===== config.mk =====
export PLATFORM = sky130hd
export DESIGN_NAME = ir_pulse_distance_transmitter
export DESIGN_NICKNAME = d
export VERILOG_FILES = /design/src/hw/rtl/irpd_pkg.sv /design/src/hw/rtl/ir_pulse_distance_transmitter.sv /design/src/hw/rtl/irpd_cfg.sv /design/src/hw/rtl/irpd_core.sv
export SDC_FILE = /design/constraint.sdc
export NUM_CORES = 1
export LEC_CHECK = 0
export BUFFER_PORTS_ARGS = -buffer_cell sky130_fd_sc_hd__buf_4
export CORE_AREA = 2 2 192 194
export CTS_BUF_LIST = sky130_fd_sc_hd__clkbuf_16
export DETAILED_ROUTE_END_ITERATION = 12
export DIE_AREA = 0 0 194 196
export PLACE_DENSITY = 0.55
export SETUP_SLACK_MARGIN = 0.15
export SLEW_MARGIN = 40
export SYNTH_ARGS = -nofsm -noshare
export SYNTH_HDL_FRONTEND = slang
export SYNTH_SLANG_ARGS = --single-unit

===== constraint.sdc =====
create_clock -name clk -period 4.97 [get_ports clk]
set_input_delay 0.994 -clock clk [delete_from_list [all_inputs] [get_ports clk]]
set_output_delay 0.994 -clock clk [all_outputs]
set_load 0.005 [all_outputs]

===== src/hw/rtl/irpd_pkg.sv =====
// irpd_pkg: types, constants and helpers shared by the ir pulse distance transmitter
// no dependencies
`default_nettype none

package irpd_pkg;

  localparam int TICKS_PER_US  = 8;
  localparam int CODE_BITS     = 48;
  localparam int FRAME_REPEATS = 2;

  localparam int DATA_W = 48;
  localparam int HP_W   = 16;
  localparam int US_W   = 13;
  localparam int SUB_W  = (TICKS_PER_US > 1) ? $clog2(TICKS_PER_US) : 1;
  localparam int BC_W   = $clog2(CODE_BITS + 1);
  localparam int IDX_W  = 3;
  localparam int CFG_W  = 16;
  localparam int OUT_W  = 8;

  typedef enum logic [IDX_W-1:0] {
    REG_HALF_PERIOD  = 3'd0,
    REG_LEADER_MARK  = 3'd1,
    REG_LEADER_SPACE = 3'd2,
    REG_BIT_MARK     = 3'd3,
    REG_ONE_SPACE    = 3'd4,
    REG_ZERO_SPACE   = 3'd5,
    REG_STOP_SPACE   = 3'd6
  } reg_idx_t;

  typedef enum logic [6:0] {
    PH_IDLE       = 7'b0000001,
    PH_LEAD_MARK  = 7'b0000010,
    PH_LEAD_SPACE = 7'b0000100,
    PH_BIT_MARK   = 7'b0001000,
    PH_BIT_SPACE  = 7'b0010000,
    PH_STOP_MARK  = 7'b0100000,
    PH_STOP_SPACE = 7'b1000000
  } phase_t;

  typedef struct packed {
    logic [HP_W-1:0] half_period;
    logic [US_W-1:0] leader_mark;
    logic [US_W-1:0] leader_space;
    logic [US_W-1:0] bit_mark;
    logic [US_W-1:0] one_space;
    logic [US_W-1:0] zero_space;
    logic [US_W-1:0] stop_space;
  } cfg_t;

  typedef struct packed {
    logic rejected;
    logic done_res;
    logic busy_res;
    logic envelope;
    logic ir_out;
  } res_t;

  function automatic logic is_mark(phase_t p);
    return p inside {PH_LEAD_MARK, PH_BIT_MARK, PH_STOP_MARK};
  endfunction

  function automatic logic [US_W-1:0] nz_dur(logic [US_W-1:0] d);
    return (d == '0) ? US_W'(1) : d;
  endfunction

endpackage

`default_nettype wire


===== src/hw/rtl/ir_pulse_distance_transmitter.sv =====
// ir_pulse_distance_transmitter: top level, stream ports, config port, result register
// depends on irpd_pkg, irpd_cfg, irpd_core
//
// channel  direction  handshake           payload
// s_*      in         s_tvalid/s_tready   tuser action, tdata frame_data
// m_*      out        m_tvalid/m_tready   tdata result flags
// cfg_*    in         cfg_valid/cfg_ready cfg_index, cfg_data
//
// one request per clock cycle while s_tready is high, result valid in the cycle after it is taken
// the state update and the result register are loaded together on each request
// s_tready is high while the result register is empty or being drained
// synchronous active-high reset restores register defaults and the idle state
// cfg_ready is always high
`default_nettype none

module ir_pulse_distance_transmitter (
  input  wire logic                         clk,
  input  wire logic                         rst,
  input  wire logic                         s_tvalid,
  output logic                              s_tready,
  input  wire logic [irpd_pkg::DATA_W-1:0]  s_tdata,   // frame_data[47:0]
  input  wire logic                         s_tuser,   // action
  output logic                              m_tvalid,
  input  wire logic                         m_tready,
  output logic [irpd_pkg::OUT_W-1:0]        m_tdata,   // ir_out, envelope, busy_res,
                                                       // done_res, rejected, zero pad
  input  wire logic                         cfg_valid,
  output logic                              cfg_ready,
  input  wire logic [irpd_pkg::IDX_W-1:0]   cfg_index,
  input  wire logic [irpd_pkg::CFG_W-1:0]   cfg_data
);
  import irpd_pkg::*;

  cfg_t cfg;
  res_t res;
  res_t res_q;
  logic accept;

  assign cfg_ready = 1'b1;
  assign s_tready  = !m_tvalid || m_tready;
  assign accept    = s_tvalid && s_tready;

  irpd_cfg u_cfg (
    .clk      (clk),
    .rst      (rst),
    .wr_en    (cfg_valid && cfg_ready),
    .wr_index (cfg_index),
    .wr_data  (cfg_data),
    .cfg      (cfg)
  );

  irpd_core u_core (
    .clk        (clk),
    .rst        (rst),
    .step       (accept),
    .action     (s_tuser),
    .frame_data (s_tdata),
    .cfg        (cfg),
    .res        (res)
  );

  always_ff @(posedge clk) begin
    if (rst) begin
      m_tvalid <= 1'b0;
    end else if (accept) begin
      m_tvalid <= 1'b1;
    end else if (m_tready) begin
      m_tvalid <= 1'b0;
    end
  end

  always_ff @(posedge clk) begin
    if (accept) begin
      res_q <= res;
    end
  end

  assign m_tdata = {(OUT_W - $bits(res_t))'(0), res_q};

  a_rej_busy: assert property (@(posedge clk) disable iff (rst)
    m_tvalid && res_q.rejected |-> res_q.busy_res && !res_q.envelope)
    else $error("rejected request without busy result");

  a_done_idle: assert property (@(posedge clk) disable iff (rst)
    m_tvalid && res_q.done_res |-> !res_q.busy_res && !res_q.rejected)
    else $error("done reported while still busy");

  a_ir_env: assert property (@(posedge clk) disable iff (rst)
    m_tvalid && res_q.ir_out |-> res_q.envelope && res_q.busy_res)
    else $error("emitter driven outside a mark");

  a_take: assert property (@(posedge clk) disable iff (rst)
    accept |=> m_tvalid)
    else $error("taken request produced no result");

endmodule

`default_nettype wire


===== src/hw/rtl/irpd_cfg.sv =====
// irpd_cfg: configuration register file with reset values
// depends on irpd_pkg
`default_nettype none

module irpd_cfg (
  input  wire logic                        clk,
  input  wire logic                        rst,
  input  wire logic                        wr_en,
  input  wire logic [irpd_pkg::IDX_W-1:0]  wr_index,
  input  wire logic [irpd_pkg::CFG_W-1:0]  wr_data,
  output irpd_pkg::cfg_t                   cfg
);
  import irpd_pkg::*;

  always_ff @(posedge clk) begin
    if (rst) begin
      cfg.half_period  <= HP_W'(105);
      cfg.leader_mark  <= US_W'(4550);
      cfg.leader_space <= US_W'(4350);
      cfg.bit_mark     <= US_W'(620);
      cfg.one_space    <= US_W'(460);
      cfg.zero_space   <= US_W'(1550);
      cfg.stop_space   <= US_W'(5100);
    end else if (wr_en) begin
      case (reg_idx_t'(wr_index))
        REG_HALF_PERIOD:  cfg.half_period  <= wr_data[HP_W-1:0];
        REG_LEADER_MARK:  cfg.leader_mark  <= wr_data[US_W-1:0];
        REG_LEADER_SPACE: cfg.leader_space <= wr_data[US_W-1:0];
        REG_BIT_MARK:     cfg.bit_mark     <= wr_data[US_W-1:0];
        REG_ONE_SPACE:    cfg.one_space    <= wr_data[US_W-1:0];
        REG_ZERO_SPACE:   cfg.zero_space   <= wr_data[US_W-1:0];
        REG_STOP_SPACE:   cfg.stop_space   <= wr_data[US_W-1:0];
        default: ;
      endcase
    end
  end

endmodule

`default_nettype wire


===== src/hw/rtl/irpd_core.sv =====
// irpd_core: segment sequencer, microsecond timer and carrier generator
// depends on irpd_pkg; steps once per accepted request
`default_nettype none

module irpd_core (
  input  wire logic                         clk,
  input  wire logic                         rst,
  input  wire logic                         step,
  input  wire logic                         action,
  input  wire logic [irpd_pkg::DATA_W-1:0]  frame_data,
  input  wire irpd_pkg::cfg_t               cfg,
  output irpd_pkg::res_t                    res
);
  import irpd_pkg::*;

  phase_t               phase, phase_next;
  logic [CODE_BITS-1:0] code_shift, code_shift_next;
  logic [BC_W-1:0]      bit_count, bit_count_next;
  logic                 frame_index, frame_index_next;
  logic [US_W-1:0]      us_remaining, us_remaining_next;
  logic [SUB_W-1:0]     subtick_count, subtick_count_next;
  logic [HP_W-1:0]      carrier_count, carrier_count_next;
  logic                 carrier_level, carrier_level_next;

  always_comb begin
    logic            seg_start;
    phase_t          seg_phase;
    logic [US_W-1:0] seg_dur;
    logic [HP_W-1:0] hp;
    logic [HP_W:0]   cc_inc;
    logic [SUB_W:0]  sub_inc;
    logic [US_W-1:0] us_dec;
    logic            top;
    logic [BC_W:0]   bc_inc;

    phase_next         = phase;
    code_shift_next    = code_shift;
    bit_count_next     = bit_count;
    frame_index_next   = frame_index;
    us_remaining_next  = us_remaining;
    subtick_count_next = subtick_count;
    carrier_count_next = carrier_count;
    carrier_level_next = carrier_level;
    res                = '0;
    seg_start          = 1'b0;
    seg_phase          = PH_IDLE;
    seg_dur            = '0;
    hp      = (cfg.half_period == '0) ? HP_W'(1) : cfg.half_period;
    cc_inc  = {1'b0, carrier_count} + (HP_W+1)'(1);
    sub_inc = {1'b0, subtick_count} + (SUB_W+1)'(1);
    us_dec  = (us_remaining != '0) ? us_remaining - US_W'(1) : us_remaining;
    top     = code_shift[CODE_BITS-1];
    bc_inc  = {1'b0, bit_count} + (BC_W+1)'(1);

    if (action) begin
      if (phase != PH_IDLE) begin
        res.rejected = 1'b1;
      end else begin
        code_shift_next  = CODE_BITS'(frame_data);
        frame_index_next = 1'b0;
        bit_count_next   = '0;
        seg_start        = 1'b1;
        seg_phase        = PH_LEAD_MARK;
        seg_dur          = cfg.leader_mark;
      end
    end else if (phase != PH_IDLE) begin
      if (is_mark(phase)) begin
        res.envelope = 1'b1;
        res.ir_out   = carrier_level;
        if (cc_inc >= {1'b0, hp}) begin
          carrier_count_next = '0;
          carrier_level_next = ~carrier_level;
        end else begin
          carrier_count_next = cc_inc[HP_W-1:0];
        end
      end
      if (sub_inc >= (SUB_W+1)'(TICKS_PER_US)) begin
        subtick_count_next = '0;
        us_remaining_next  = us_dec;
        if (us_dec == '0) begin
          case (phase)
            PH_LEAD_MARK: begin
              seg_start = 1'b1;
              seg_phase = PH_LEAD_SPACE;
              seg_dur   = cfg.leader_space;
            end
            PH_LEAD_SPACE: begin
              bit_count_next = '0;
              seg_start      = 1'b1;
              seg_phase      = PH_BIT_MARK;
              seg_dur        = cfg.bit_mark;
            end
            PH_BIT_MARK: begin
              seg_start = 1'b1;
              seg_phase = PH_BIT_SPACE;
              seg_dur   = top ? cfg.one_space : cfg.zero_space;
            end
            PH_BIT_SPACE: begin
              code_shift_next = {code_shift[CODE_BITS-2:0], top};
              bit_count_next  = bc_inc[BC_W-1:0];
              if (bc_inc < (BC_W+1)'(CODE_BITS)) begin
                seg_start = 1'b1;
                seg_phase = PH_BIT_MARK;
                seg_dur   = cfg.bit_mark;
              end else if (32'(frame_index) + 32'd1 < 32'(FRAME_REPEATS)) begin
                seg_start = 1'b1;
                seg_phase = PH_STOP_MARK;
                seg_dur   = cfg.bit_mark;
              end else begin
                phase_next         = PH_IDLE;
                frame_index_next   = 1'b0;
                bit_count_next     = '0;
                us_remaining_next  = '0;
                subtick_count_next = '0;
                carrier_count_next = '0;
                carrier_level_next = 1'b0;
                res.done_res       = 1'b1;
              end
            end
            PH_STOP_MARK: begin
              seg_start = 1'b1;
              seg_phase = PH_STOP_SPACE;
              seg_dur   = cfg.stop_space;
            end
            PH_STOP_SPACE: begin
              frame_index_next = 1'b1;
              seg_start        = 1'b1;
              seg_phase        = PH_LEAD_MARK;
              seg_dur          = cfg.leader_mark;
            end
            default: phase_next = PH_IDLE;
          endcase
        end
      end else begin
        subtick_count_next = sub_inc[SUB_W-1:0];
      end
    end

    if (seg_start) begin
      phase_next         = seg_phase;
      us_remaining_next  = nz_dur(seg_dur);
      subtick_count_next = '0;
      if (is_mark(seg_phase)) begin
        carrier_count_next = '0;
        carrier_level_next = 1'b1;
      end
    end

    res.busy_res = (phase_next != PH_IDLE);
  end

  always_ff @(posedge clk) begin
    if (rst) begin
      phase         <= PH_IDLE;
      code_shift    <= '0;
      bit_count     <= '0;
      frame_index   <= 1'b0;
      us_remaining  <= '0;
      subtick_count <= '0;
      carrier_count <= '0;
      carrier_level <= 1'b0;
    end else if (step) begin
      phase         <= phase_next;
      code_shift    <= code_shift_next;
      bit_count     <= bit_count_next;
      frame_index   <= frame_index_next;
      us_remaining  <= us_remaining_next;
      subtick_count <= subtick_count_next;
      carrier_count <= carrier_count_next;
      carrier_level <= carrier_level_next;
    end
  end

endmodule

`default_nettype wire


# Word level (Yosys, flattened, before mapping)

Index checks and enable logic that the tools add are counted.

Add/subtract/negate cells: 5
Magnitude comparators: 4
Equality and inequality tests: 21
Muxes and demuxes: 97
Bitwise operators: 6
Reductions and logical operators: 35

Operator list:

| kind                  | number |
|---|---|
| $mux 48               | 6 |
| $mux 13               | 18 |
| $mux 16               | 12 |
| $mux 7                | 12 |
| $pmux 13 s6           | 1 |
| $mux 6                | 8 |
| $pmux 7 s6            | 1 |
| $lt 32x2->1 const B   | 1 |
| $mux 1                | 29 |
| $logic_not 13->1      | 2 |
| $add 16x1->17 const B | 1 |
| $ge 17x16->1          | 1 |
| $logic_not 16->1      | 1 |
| $eq 7x2->1 const B    | 2 |
| $eq 7x4->1 const B    | 2 |
| $eq 7x6->1 const B    | 2 |
| $ne 7x1->1 const B    | 2 |
| $pmux 7 s2            | 1 |
| $reduce_and 2->1      | 7 |
| $reduce_bool 2->1     | 7 |
| $reduce_bool 13->1    | 1 |
| $sub 13x1->13 const B | 1 |
| $mux 3                | 4 |
| $pmux 6 s2            | 1 |
| other kinds (30)      | 45 |

Register bits: 195
Input port bits: 73
Output and inout port bits: 11
Word-level logic and storage cells: 189

# Depth between registers and ports, before layout

Gate-level depths: netlist (run 1).

Word-level depth: 14
Depth in mapped cells: 15
Mapped depth without buffers: 15

# Hierarchy

Synthesis (run 1) repeated with hierarchy kept, for this count alone.

Cells, all modules: 1268
Area total of the unflattened synthesis: 11051.8 µm²

Modules (own cells, without submodules):

| module                        | times used | cells an instance | area an instance (µm²) | sequential area each (µm²) |
|---|---|---|---|---|
| irpd_core                     | 1          | 903               | 7091.8                 | 1901.8 |
| irpd_cfg                      | 1          | 349               | 3717.3                 | 1881.8 |
| ir_pulse_distance_transmitter | 1          | 16                | 242.7                  | 170.2 |

# Worst setup path after synthesis (run 1)

No wires, ideal clock.

Path type: reg2reg
Start: register u_core.carrier_count[0]
End: register u_core.carrier_count[0]
Setup time: 0.073 ns
Data arrival time: 3.637 ns
Data required time: 4.897 ns
Setup slack: 1.261 ns
Cell stages (with the launch flop): 16
Path buffers: 0
Period minus slack after synthesis: 3.709 ns
Cells stage by stage: dfxtp_1 -> ha_1 -> nand3_1 -> nor2_1 -> and3_1 -> nand3_1 -> xnor2_1 -> ha_1 -> a21o_1 -> a21oi_1 -> nor2_1 -> a2111oi_0 -> a21oi_1 -> nor4b_1 -> inv_1 -> mux2i_1

Word-level cells in the longest chain between the ends: 13

RTL lines:

| what                   | RTL line         | RTL |
|---|---|---|
| from (decl)            | irpd_core.sv:22  | `logic [HP_W-1:0] carrier_count, carrier_count_next;` |
| from (signal assigned) | irpd_core.sv:169 | `carrier_count <= carrier_count_next;` |
| $add 16x1->17          | irpd_core.sv:49  | `cc_inc = {1'b0, carrier_count} + (HP_W+1)'(1);` |
| $ge 17x16->1           | irpd_core.sv:70  | `if (cc_inc >= {1'b0, hp}) begin` |
| $mux 16                | irpd_core.sv:70  |  |
| $mux 16                | irpd_core.sv:67  | `if (is_mark(phase)) begin` |
| $mux 16                | irpd_core.sv:105 | `end else if (32'(frame_index) + 32'd1 < 32'(FRAME_REPEATS)) begin` |
| $mux 16                | irpd_core.sv:101 | `if (bc_inc < (BC_W+1)'(CODE_BITS)) begin` |
| $mux 16                | irpd_core.sv:81  | `case (phase)` |
| $mux 16                | irpd_core.sv:80  | `if (us_dec == '0) begin` |
| $mux 16                | irpd_core.sv:77  | `if (sub_inc >= (SUB_W+1)'(TICKS_PER_US)) begin` |
| $mux 16                | irpd_core.sv:66  | `end else if (phase != PH_IDLE) begin` |
| $mux 16 *              | irpd_core.sv:55  | `if (action) begin` |
| $mux 16                | irpd_core.sv:143 | `if (is_mark(seg_phase)) begin` |
| $mux 16 *              | irpd_core.sv:139 | `if (seg_start) begin` |

Every way passes the cells marked *; elsewhere a longest branch is shown, timed or not.
A chain may end at the register's enable or synchronous reset.

# Worst setup path after layout (run 1)

Start: register u_core.carrier_count[0]
End: register u_core.carrier_count[13]

Word-level cells in the longest chain between the ends: 13

RTL lines:

| what            | RTL line |
|---|---|
| $add 16x1->17 * | irpd_core.sv:49 |
| $ge 17x16->1    | irpd_core.sv:70 |
| $mux 16 *       | irpd_core.sv:70 |
| $mux 16 *       | irpd_core.sv:67 |
| $mux 16         | irpd_core.sv:105 |
| $mux 16         | irpd_core.sv:101 |
| $mux 16         | irpd_core.sv:81 |
| $mux 16         | irpd_core.sv:80 |
| $mux 16 *       | irpd_core.sv:77 |
| $mux 16 *       | irpd_core.sv:66 |
| $mux 16 *       | irpd_core.sv:55 |
| $mux 16         | irpd_core.sv:143 |
| $mux 16 *       | irpd_core.sv:139 |

Marked as above.

==> summary.md, run 1 <==
| Metric | Value |
|---|---|
| Most frequent cell after synthesis | nand2_1 |
| Hold path cells | 2 |
| Hold-critical path endpoint | u_cfg.cfg[51] |
| Top-area cell type share of the netlist area | roughly 36% |
| Fmax achieved | 246 MHz |
| Hold_sp | u_cfg.cfg[51] |
| Die width | a little under 200 µm |
| CTS Buf Count | 17 |
| Hold Violations, Final | 0 |
| Final Worst Setup Slack | just over 900 ps |
| Clock Path Buffers | 2 |
| Die height | between 150 and 200 µm |
| Syn Inst Count | ~1300 |
| CP Class | flop to flop |
| Worst reg2reg setup slack | 910 ps |
| Sum of negative setup slack | 0 ps |
| Most frequent cells after synthesis | nand2_1, dfxtp_1, nor2_1, a21oi_1, nand3_1 |
| Main area contributors after synthesis | dfxtp_1, nand2_1, mux2i_1, a211oi_1, a21oi_1 |
| Post-synth EDFFs | 5 |
| CP Cell Sequence | ha_1 > nand3_1 > nor2_1 > and3_1 > nand3_1 > xnor2_1 > ha_1 > a21o_1 > a21oi_1 > nor2_1 > a2111oi_0 > a21oi_1 > nor4b_1 > buf_4 > nand2_1 > o21ai_1 |
| # fillers | roughly 3800 |
| Initial drt markers | around 750 |
| H-tree depth | 4 |
| Crit path arrival time | around 4400 ps |
| Max incr delay on CP | about 570 ps |
| Dpl hpwl | 22.8 mm |
| Clock transition at path regs | ~80 ps |
| Clk Latency, worst-skew pair | 450 ps |
| Drt wl/cell | 17.7 µm |
| Total Power | about 3.8 mW |
| Global-route wire length before repair | around 52 mm |
| DRT antenna net count | 0 |
| Rel. slew slack | about half |
| Worst Reg-to-Reg Cells | 16 |
| Pin count of the biggest net entering global routing | slightly above 60 |
| Slew at the pin closest to its max-slew limit | between 700 and 800 ps |
| Core area | about 36000 µm² |
| FF+latch count, synth | between 150 and 200 |
| Starting density of the core | between 20% and 30% |
| First-pass DRT Iterations | 5 |
| Unrepaired setup endpoints after global routing | false |
| Mapped Area | ~11000 µm² |
| Die Area | roughly 38000 µm² |
| Critical Path Sink Type | flop |
| Fin util | about a third |
| Seq/Total Area, Yosys | a little under two fifths |
| Area grow syn2layout | 14.7% |
| Yosys cell types | 85 |
| CP max-delay cell | nor4b_1 |
| Mean post-synth cell area | 7.90 µm² |
| Max cap viols | 0 |
| Fin crit share | roughly four fifths |
| Ys async rst share | 0% |
| IO buf count | 79 |
| Worst IR Drop VDD | 0.207 mV |
| Clk_skew | between 15 and 20 ps |
| Post-DR vias/cell | between 5 and 6 |
| Status | complete, no violations |
| Std cell rows | 70 |
| # IOs | 84 |
| RR Endpoint | u_core.carrier_count[13] |
| Initial antenna violation count | 0 |
| Worst Setup Start Kind | flop |
| Post-cts sizing count | 0 |
| Final Critical Period | about 4100 ps |
| Area leader, netlist | dfxtp_1 |
| Pwr dens | between 300 and 400 nW/µm² |
| Setup WS pre-CTS | 952 ps |
| WP data required | roughly 5400 ps |
| Global route overflow | 0 |
| Diodes inserted | 0 |
| Share of cells above drive strength 1 | 12.0% |
| # setup viols final | 0 |
| Setup bufs post-CTS | 0 |
| WHS | about 460 ps |
| # nets final | around 1500 |
| TritonCTS clock tree | yes |
| Root Buffer | clkbuf_16 |
| Syn. warnings | 0 |
| Total Routing Usage GR | 17.1% |
| Clock sink count | between 150 and 200 |
| Final WL | 32.6 mm |
| CTS Hold Bufs | 0 |
| Synth Flop Type | dfxtp_1 |
| Via count | about 9800 |
| Worst Hold Class | flop to flop |
| Post-route DRC violation count | 0 |
| Number of global-route vias before repair | ~9300 |
| R2r startpoint | u_core.carrier_count[0] |
| Leak | between 4 and 5 nW |
| Max-slew violation count | 0 |
| Gpl congestion | between 0.9 and 1 |
| Crit Path Max Fanout | 10 |
registers in the layout, summed over array words and instances (netlist names):
register / flops
u_core.subtick_count: 3
u_core.carrier_count: 16
u_core.frame_index: 1
u_core.us_remaining: 13
u_cfg.cfg: 94
m_tvalid: 1
u_core.code_shift: 48
u_core.carrier_level: 1
u_core.phase: 7
m_tdata: 5
u_core.bit_count: 6
logic make-up after synthesis:
family	count (synthesis)	share of synthesized area (%)
compound gates	328	21.1
xor+xnor	17	1.40
fa+ha+maj	24	2.83
buf+inv	139	5.36
flops	195	37.3
mux	66	6.24
other cells	2	0.0708
simple gates	572	25.7
power by group:
group	total [mW]	internal [mW]	switching, mW	leakage [nW]
Clock	1.40	0.749	0.655	0.295
Combinational	0.663	0.260	0.403	2.70
Sequential	1.70	1.63	0.0664	1.59
stage by stage:
| stage | cell area, µm² | instances |
|---|---|---|
| 2_1_floorplan | 10600 | 1345 |
| 3_3_place_gp | 11500 | 1807 |
| 3_5_place_dp | 11600 | 1807 |
| 4_1_cts | 12200 | 1839 |
| 5_1_grt | 12200 | 1839 |
| 6_report | 12200 | 1839 |
layout by cell type, fill, tap and decap left out, types with 6 or more instances in the layout:
cell type,synthesis,final
o31ai_1,7,7
o21ai_1,10,10
nor2b_1,8,8
a22o_1,16,16
nand2b_1,10,10
nand3_1,76,76
buf_4,4,95
nand3b_1,8,8
xnor2_1,12,12
nor4_1,18,18
a21boi_0,8,8
clkbuf_16,0,17
a31oi_1,7,7
nor3_1,22,19
dfxtp_1,190,189
a21oi_1,89,89
mux2i_1,65,65
inv_1,34,35
a21o_1,10,10
or4_1,7,7
a221oi_1,11,11
a211oi_1,69,68
nand4_1,10,10
o21ai_0,34,34
and3_1,12,12
ha_1,24,24
a22oi_1,9,9
nand2_1,248,248
nor2_1,106,102
or3_1,6,6
how the worst max path moves through the flow:
stage	from	end	slack, ps
floorplan	u_core.carrier_count[0]	u_core.carrier_count[0]	1260
global placement	u_core.carrier_count[0]	u_core.carrier_count[15]	1030
detailed placement	u_core.carrier_count[0]	u_core.carrier_count[14]	950
CTS	u_core.carrier_count[0]	u_core.carrier_count[13]	920
global route	u_core.carrier_count[0]	u_core.carrier_count[13]	490
finish	u_core.carrier_count[0]	u_core.carrier_count[13]	910
layout make-up:
cell class	count	area (µm²)	share of cell area (%)
clock buffers	17	425	3.50
clock inverters	15	160	1.32
inverters	36	135	1.11
multi-input cells	1011	6170	50.7
flip-flops and latches	195	3960	32.5
well taps	468	586	4.81
repair buffers	97	744	6.12
layer usage:
| metal | global-route usage, % | part of all wire [%] |
|---|---|---|
| met5 | 0 | 0 |
| met2 | 27.0 | 46 |
| met3 | 2.82 | 4.9 |
| met1 | 23.7 | 47 |
| met4 | 5.39 | 1.9 |
critical path: cells and delay by family (launching register included):
family	cells	cell delay, ps
compound gates	5	1060
xor+xnor	1	230
fa+ha+maj	2	520
buf+inv	1	240
flops	1	430
simple gates	7	1500
Power figures use the tool's default switching activity.
==> run 2: changes to the inputs <==
--- a/config.mk
+++ b/config.mk
@@ -5,12 +5,13 @@
 export SDC_FILE = /design/constraint.sdc
 export NUM_CORES = 1
 export LEC_CHECK = 0
+export ABC_AREA = 1
 export BUFFER_PORTS_ARGS = -buffer_cell sky130_fd_sc_hd__buf_4
-export CORE_AREA = 2 2 192 194
+export CORE_AREA = 2 2 191 193
 export CTS_BUF_LIST = sky130_fd_sc_hd__clkbuf_16
 export DETAILED_ROUTE_END_ITERATION = 12
-export DIE_AREA = 0 0 194 196
-export PLACE_DENSITY = 0.55
+export DIE_AREA = 0 0 193 195
+export PLACE_DENSITY = 0.57
 export SETUP_SLACK_MARGIN = 0.15
 export SLEW_MARGIN = 40
 export SYNTH_ARGS = -nofsm -noshare
==> constraint.sdc (replaced) <==
create_clock -name clk -period 3.5 [get_ports clk]
set_input_delay 0.7 -clock clk [delete_from_list [all_inputs] [get_ports clk]]
set_output_delay 0.7 -clock clk [all_outputs]
set_load 0.005 [all_outputs]
==> run 2 against run 1 <==
Compared with the run above: combinational power increased by 26%; worst hold slack about the same; register-to-register slack got worse by 680 ps; cell area increased by 3.3%; sequential power increased by 39%; non-clock buffer count increased by 28; wire length decreased by 6.2%; critical path depth increased by 5; flip-flop and latch count unchanged; first-iteration DRC count decreased by 5.5%; clock skew decreased by 4.1 ps; clock power increased by 55%; critical endpoint is now u_core.carrier_count[4].
==> summary.md, run 2 <==
| Metric | Value |
|---|---|
| Unrepaired setup endpoints after global routing | true |
| Most common cell after layout, fill and taps aside | nand2_1 |
| Yosys cell types | 50 (-41%) |
| Die height | 195 µm (-0.51%) |
| Final WL | 30.6 mm (-6.2%) |
| DRT antenna net count | 0 (unchanged) |
| Syn. warnings | 0 (unchanged) |
| Crit Path Max Fanout | 5 (-5) |
| Comb pwr share | 15.6% (-2.0 points) |
| Critical Path Sink Type | flop |
| Wire length on met2 | 14.4 mm (-4.6%) |
| Reg power frac | 44.0% (-1.1 points) |
| Clock power frac | 40.4% (+3.1 points) |
| Largest family of logic cells by synthesized area | simple AND/OR/NAND/NOR gates |
| Post-synth EDFFs | 5 (unchanged) |
| CTS Buf Count | 17 (unchanged) |
| Dpl hpwl | 21.2 mm (-7.1%) |
| Drt wl/cell | 14.8 µm (-17%) |
| Clk_skew | 12.7 ps (-4.14 ps) |
| Setup WS pre-CTS | -32.9 ps (-985 ps) |
| Global-route wire length before repair | 49.0 mm (-5.8%) |
| TritonCTS clock tree | yes |
| Clk Latency, worst-skew pair | 440 ps (about the same) |
| Worst reg2reg setup slack | 220 ps (-680 ps) |
| CP Class | flop to flop |
| # IOs | 84 (unchanged) |
| Hold_sp | u_cfg.cfg[25] |
| Global route overflow | 0 (unchanged) |
| R2r startpoint | u_core.carrier_count[0] |
| Worst IR Drop VDD | 0.376 mV (+82%) |
| Final Worst Setup Slack | 224 ps (-685 ps) |
| Mean post-synth cell area | 6.85 µm² (-13%) |
| Max-slew violation count | 0 (unchanged) |
| Die Area | 37600 µm² (-1.0%) |
| IO buf count | 79 (unchanged) |
| Clock sink count | 195 (unchanged) |
| Synth Area in Simple Gates | 27.7% (+2.0 points) |
| Mapped Area | 10500 µm² (-0.81%) |
| Xor and xnor fraction of the mapped netlist area | 1.33% (-0.072 points) |
| Number of global-route vias before repair | 9466 (+2.3%) |
| Hold Violations, Final | 0 (unchanged) |
| RR Endpoint | u_core.carrier_count[4] |
| H-tree depth | 4 (unchanged) |
| Slew at the pin closest to its max-slew limit | 781 ps (+13.6 ps) |
| Max cap viols | 0 (unchanged) |
| Starting density of the core | 29.7% (+0.33 points) |
| Hold path cells | 2 (unchanged) |
| Worst Hold Class | flop to flop |
| Root Buffer | clkbuf_16 |
| First-pass DRT Iterations | 7 (+2) |
| Worst Setup Start Kind | flop |
| Main area contributors after synthesis | dfxtp_1, nand2_1, a211oi_1, nor2_1, inv_1 |
| Initial drt markers | 704 (-5.5%) |
| Most frequent cells in the layout | nand2_1, nor2_1, dfxtp_1, inv_1, buf_4 |
| Most frequent cells after synthesis | nand2_1, nor2_1, dfxtp_1, inv_1, o21ai_0 |
| Top-area cell type share of the netlist area | 36.1% (+0.29 points) |
| Final Critical Period | 3280 ps (-785 ps) |
| Diodes inserted | 0 (unchanged) |
| Die width | 193 µm (-0.52%) |
| Leak | 5.46 nW (+19%) |
| Sw power | 1.56 mW (+39%) |
| Most frequent cell after synthesis | nand2_1 |
| Fin crit share | 93.6% (+12 points) |
| Ys async rst share | 0% (unchanged) |
| Seq/Total Area, Yosys | 37.6% (+0.31 points) |
| Synth Area in Compound Gates | 20.1% (-1.1 points) |
| FF+latch count, synth | 195 (unchanged) |
| WP data required | 3880 ps (-1470 ps) |
| P_int | 3.80 mW (+44%) |
| Area grow syn2layout | 19.4% |
| Rel. slew slack | 48.0% (-0.90 points) |
| Pin count of the biggest net entering global routing | 97 (+59%) |
| Status | complete, no violations |
| Top sig layer | met4 |
| Sw frac | 29.1% (-0.74 points) |
| Post-route DRC violation count | 0 (unchanged) |
| Proportion of synthesized area in mux cells | 0% (-6.2 points) |
| Initial antenna violation count | 0 (unchanged) |
| Clock transition at path regs | 80 ps (about the same) |
| Met3 routed WL | 1.61 mm (+0.56%) |
| Top Registers | u_cfg.cfg x94, u_core.code_shift x48, u_core.carrier_count x16 |
| Total Routing Usage GR | 16.2% (-0.85 points) |
| # setup viols final | 0 (unchanged) |
| Post-DR vias/cell | 4.96 (-7.2%) |
| Largest register by flop count | u_cfg.cfg |
| Synth Flop Type | dfxtp_1 |
| Pwr dens | 427 nW/µm² (+38%) |
| Gpl congestion | 0.895 (-1.2%) |
| Max reg flops | 94 (unchanged) |
| Syn Inst Count | 1536 (+14%) |
| Std cell rows | 69 (-1.4%) |
| Hold-critical path endpoint | u_cfg.cfg[25] |
| Core area | 35400 µm² (-1.9%) |
| Crit path arrival time | 3650 ps (-790 ps) |
| Share of cells above drive strength 1 | 13.8% (+1.8 points) |
| CTS Hold Bufs | 0 (unchanged) |
| Sum of negative setup slack | 0 ps (unchanged) |
| # nets final | 1694 (+16%) |
| Area leader, netlist | dfxtp_1 |
| Synth Area in Adders | 2.85% (+0.023 points) |
| Worst Reg-to-Reg Cells | 21 (+5) |
| Fmax achieved | 305 MHz (+24%) |
| Via count | 10300 (+4.5%) |
| Met1 WL | 14.0 mm (-8.6%) |
| Clock Path Buffers | 2 (unchanged) |
==> run 2: worst max-delay path by stage <==
stage / start / endpoint / slack, ps / depth (start not counted)
final: u_core.carrier_count[0] / u_core.carrier_count[4] / 220 / 21
after global routing: u_core.carrier_count[0] / u_core.carrier_count[4] / -10 / 21
after CTS: u_core.carrier_count[0] / u_core.carrier_count[2] / 160 / 21
after detailed placement: u_core.carrier_count[0] / u_core.carrier_count[2] / -30 / 20
after global placement: u_core.carrier_count[0] / u_core.carrier_count[2] / 6 / 20
after floorplan: u_core.carrier_count[0] / u_core.carrier_count[0] / 230 / 19
==> run 2: worst max-delay path, stage by stage, from the launching register on <==
cell and delay [ps]:
dfxtp_4 400, ha_4 160, nand3_4 90, nor2_2 130
nand2_2 80, nor3_4 190, nand2_2 120, nor2_2 150
xor2_2 190, inv_1 100, ha_4 260, a21oi_1 140
o21a_1 190, o21bai_4 80, a21oi_2 140, nand3_2 150
buf_6 170, o21ai_2 100, nand2_1 60, o21ai_1 90
nand2_1 90, a21oi_2 140
==> run 2: area by class of cell <==
type | instances | area (µm²)
clock buffer | 18 | 450
clock inverter | 14 | 191
fill | 3761 | 22800
inverter | 186 | 701
multi-input combinational | 1072 | 5700
sequential | 195 | 3960
tap | 461 | 577
timing repair buffer | 125 | 982
==> run 2: layer usage <==
layer	vias up	GRT usage, %
met5	-	0
met4	0	5.36
met3	38	2.82
met2	267	25.8
met1	4756	22.1
li1	5208	-
==> run 2: what timing repair did <==
item,in CTS,in global routing
setup endpoints to repair,16,76
resized for setup,6,63
endpoints found under the hold margin,0,0
pin swaps,2,21
buffers inserted,1,11
cloned,0,1
==> run 2: kinds of logic after synthesis <==
kind of cell             after synthesis
XOR/XNOR                              16
AO/OA/AOI/OAI                        347
other                                  2
flip-flops                           195
adder cells (fa/ha/maj)               24
AND/OR/NAND/NOR                      681
buffers and inverters                271
==> run 2: stage by stage <==
stage | power (mW) | utilization [%] | hold slack [ps] | instance area (µm²) | std cells
6_report | 5.36 | 35.5 | 458 | 12600 | 2071
2_1_floorplan | 2.95 | - | 424 | 10500 | 1538
3_3_place_gp | 3.22 | 32.7 | 438 | 11600 | 2026
5_1_grt | 5.63 | 35.5 | 487 | 12600 | 2071
4_1_cts | 5.39 | 34.6 | 461 | 12300 | 2059
3_5_place_dp | 3.22 | 32.7 | 445 | 11600 | 2026
==> run 2: power groups by stage <==
stage | Combinational (mW) | Sequential (mW) | Clock [mW]
6_report | 0.836 | 2.36 | 2.17
3_5_place_dp | 0.807 | 2.41 | 0
5_1_grt | 0.941 | 2.37 | 2.31
3_3_place_gp | 0.805 | 2.41 | 0
2_1_floorplan | 0.554 | 2.40 | 0
4_1_cts | 0.810 | 2.36 | 2.22
==> run 3: changes to the inputs <==
--- a/config.mk
+++ b/config.mk
@@ -7,13 +7,14 @@
 export LEC_CHECK = 0
 export ABC_AREA = 1
 export BUFFER_PORTS_ARGS = -buffer_cell sky130_fd_sc_hd__buf_4
-export CORE_AREA = 2 2 191 193
+export CORE_AREA = 2 2 193 195
 export CTS_BUF_LIST = sky130_fd_sc_hd__clkbuf_16
 export DETAILED_ROUTE_END_ITERATION = 12
-export DIE_AREA = 0 0 193 195
+export DIE_AREA = 0 0 195 197
 export PLACE_DENSITY = 0.57
 export SETUP_SLACK_MARGIN = 0.15
 export SLEW_MARGIN = 40
 export SYNTH_ARGS = -nofsm -noshare
 export SYNTH_HDL_FRONTEND = slang
+export SYNTH_HIERARCHICAL = 1
 export SYNTH_SLANG_ARGS = --single-unit
==> run 3 against run 2 <==
Compared with the run above: cell area shrank 0.30%; wire length up 3.6%; synthesized area rose by 2.7%; highest routed layer unchanged; utilization is 0.95 points lower; via count increased by 3.9%; cell count is 5.3% higher; sequential share of layout area grew 0.065 points; first-iteration DRC count up 17%; combinational power rose by 14%; clock skew decreased by 3.4 ps; clock power fell by 8%.
==> summary.md, run 3 <==
| Metric | Value |
|---|---|
| Status | complete, no violations |
| Global route overflow | 0 (unchanged) |
| Main area contributors after synthesis | dfxtp_1, nand2_1, nand3_1, nor2_1, inv_1 |
| # nets final | 1794 (+5.9%) |
| Ys async rst share | 0% (unchanged) |
| Max reg flops | 94 (unchanged) |
| Post-route DRC violation count | 0 (unchanged) |
| Critical Path Sink Type | flop |
| Rel. slew slack | 53.0% (+5.1 points) |
| Area leader, netlist | dfxtp_1 |
| Placed Cells | 2147 (+6.0%) |
| WP data required | 3870 ps (about the same) |
| Pwr dens | 425 nW/µm² (-0.45%) |
| Clock sink count | 195 (unchanged) |
| Final Critical Period | 3140 ps (-138 ps) |
| TritonCTS clock tree | yes |
| Most frequent cell after synthesis | nand2_1 |
| Clock transition at path regs | 70 ps (about the same) |
| Top-area cell type share of the netlist area | 35.2% (-0.95 points) |
| Most frequent cells after synthesis | nand2_1, dfxtp_1, nor2_1, nand3_1, inv_1 |
| Dpl hpwl | 22.4 mm (+5.5%) |
| Die height | 197 µm (+1.0%) |
| Register Area | 3960 µm² (about the same) |
| Number of global-route vias before repair | 9801 (+3.5%) |
| Initial antenna violation count | 0 (unchanged) |
| CTS Buf Count | 17 (unchanged) |
| Die Area | 38400 µm² (+2.1%) |
| Total Routing Usage GR | 16.5% (+0.27 points) |
| Clk Latency, worst-skew pair | 450 ps (about the same) |
| # fillers | 3985 (+6.0%) |
| IO buf count | 79 (unchanged) |
| Worst Setup Start Kind | flop |
| Multi-input logic area | 6030 µm² (+5.7%) |
| Diodes inserted | 0 (unchanged) |
| Leak | 5.60 nW (+2.7%) |
| Final Instance Count excl. Fillers | 2180 (+5.3%) |
| Most common cell after layout, fill and taps aside | nand2_1 |
| Crit path arrival time | 3510 ps (-140 ps) |
| Fin crit share | 89.7% (-3.9 points) |
| First-pass DRT Iterations | 6 (-1) |
| # setup viols final | 0 (unchanged) |
| Gpl congestion | 0.872 (-2.6%) |
| Largest register by flop count | u_cfg/cfg |
| Max cap viols | 0 (unchanged) |
| Hold Violations, Final | 0 (unchanged) |
| Sum of negative setup slack | 0 ps (unchanged) |
| CTS Hold Bufs | 0 (unchanged) |
| Most frequent cells in the layout | nand2_1, dfxtp_1, nor2_1, nand3_1, inv_1 |
| Std cell rows | 70 (+1.4%) |
| Die width | 195 µm (+1.0%) |
| Post-synth EDFFs | 5 (unchanged) |
| Syn. warnings | 6 (+6) |
| Core area | 36300 µm² (+2.4%) |
| Via count | 10700 (+3.9%) |
| FF+latch count, synth | 195 (unchanged) |
| Worst Hold Class | flop to flop |
| # IOs | 84 (unchanged) |
| Slew at the pin closest to its max-slew limit | 704 ps (-76.8 ps) |
| H-tree depth | 4 (unchanged) |
| Pin count of the biggest net entering global routing | 97 (unchanged) |
| Unrepaired setup endpoints after global routing | true |
| Root Buffer | clkbuf_16 |
| Final WL | 31.7 mm (+3.6%) |
| Global-route wire length before repair | 51.1 mm (+4.2%) |
| Mean post-synth cell area | 6.54 µm² (-4.5%) |
| Yosys cell types | 50 (unchanged) |
| Seq/Total Area, Yosys | 36.6% (-0.98 points) |
| Share of cells above drive strength 1 | 12.9% (-0.88 points) |
| Synth Flop Type | dfxtp_1 |
| Post-DR vias/cell | 4.89 (-1.3%) |
| DRT antenna net count | 0 (unchanged) |
| Syn Inst Count | 1652 (+7.6%) |
| Clk_skew | 9.27 ps (-3.38 ps) |
| Drt wl/cell | 14.5 µm (-1.6%) |
| Initial drt markers | 822 (+17%) |
| Crit Path Max Fanout | 5 (unchanged) |
| Worst IR Drop VDD | 0.363 mV (-3.5%) |
| Starting density of the core | 29.8% (+0.072 points) |
| Mapped Area | 10800 µm² (+2.7%) |
| Top Registers | u_cfg/cfg x94, u_core/code_shift x48, u_core/carrier_count x16 |
| CP Class | flop to flop |
| Clock Path Buffers | 2 (unchanged) |
| Fmax achieved | 319 MHz (+4.4%) |
| Max-slew violation count | 0 (unchanged) |
| Area grow syn2layout | 15.9% |
-- run 3: cell count changes after synthesis, moves of 22 or more --
cell	delta
inv_1	-54
a211oi_1	-98
a31oi_1	+46
clkbuf_1	-24
a21oi_1	-22
o21ai_0	-44
nand3_1	+85
o21ai_1	+32
nand2_1	+187
-- run 3: power by group --
group | switching, mW | leakage (nW) | total, mW | internal, mW
clock network | 0.939 | 0.288 | 2.00 | 1.06
logic | 0.628 | 3.72 | 0.954 | 0.326
registers | 0.0580 | 1.59 | 2.37 | 2.31
-- run 3: layout make-up --
class                   count  area share (%)
multi-input cells        1239            48.1
flip-flops and latches    195            31.6
well taps                 468            4.67
clock buffers              17            3.39
clock inverters            15            1.25
repair buffers            109            6.86
inverters                 137            4.10
-- run 3: cell families after synthesis --
kind of cell               synth area share, %
AOI/OAI and AO/OA                         12.9
DFF                                       36.6
xor gates and xnor gates                  1.46
adders and majority gates                 2.55
and+or+nand+nor                           37.3
buffers and inverters                     9.12
other                                   0.0695
-- run 3: per-layer routing --
metal | wire [µm] | vias up | track usage (%)
li1 | - | 5477 | -
met4 | 410 | 0 | 5.23
met1 | 15700 | 4948 | 23.2
met3 | 1220 | 24 | 2.21
met5 | 0 | - | 0
met2 | 14400 | 216 | 26.0
-- run 3: path summary, 6_finish.rpt --
kind	start	to	slack, ps	depth (start not counted)
worst max-delay path	u_core/carrier_count[1]	u_core/carrier_count[1]	360	23
worst max register to register	u_core/carrier_count[1]	u_core/carrier_count[1]	360	23
worst min-delay path	u_cfg/cfg[14]	u_cfg/cfg[14]	460	2
worst min register to register	u_cfg/cfg[14]	u_cfg/cfg[14]	460	2
-- run 3: timing repair --
item	in CTS	in global routing
resized for setup	6	36
setup buffers	0	1
setup endpoints to repair	13	35
endpoints found under the hold margin	0	0
pin swaps	1	7
cloned	0	0
-- run 3: worst max-delay path: stages, from the launching register on --
cell and delay [ps]:
dfxtp_2 380, ha_4 150, nand3_2 100, nor2_2 110
nand2_2 90, nor2_4 150, nand3_4 110, nor2_4 130
xor2_1 150, inv_1 90, ha_4 210, nand2_1 70
nor2_1 50, a211oi_1 220, a21boi_2 200, o21ai_1 70
nand2_1 80, nand2_2 70, nand2_2 70, buf_4 140
o211ai_1 80, a21oi_1 150, nand2_1 70, a21oi_1 130
-- run 3: through the flow --
stage          setup WS [ps]  total power, mW  cell area (µm²)  utilization, %  hold WS (ps)
2_1_floorplan            268             3.08            10800               -           429
3_3_place_gp             218             3.35            11800            32.5           439
3_5_place_dp            90.6             3.36            11800            32.5           445
5_1_grt                  130             5.58            12500            34.6           475
6_report                 362             5.32            12500            34.6           461
4_1_cts                  164             5.36            12400            34.1           452
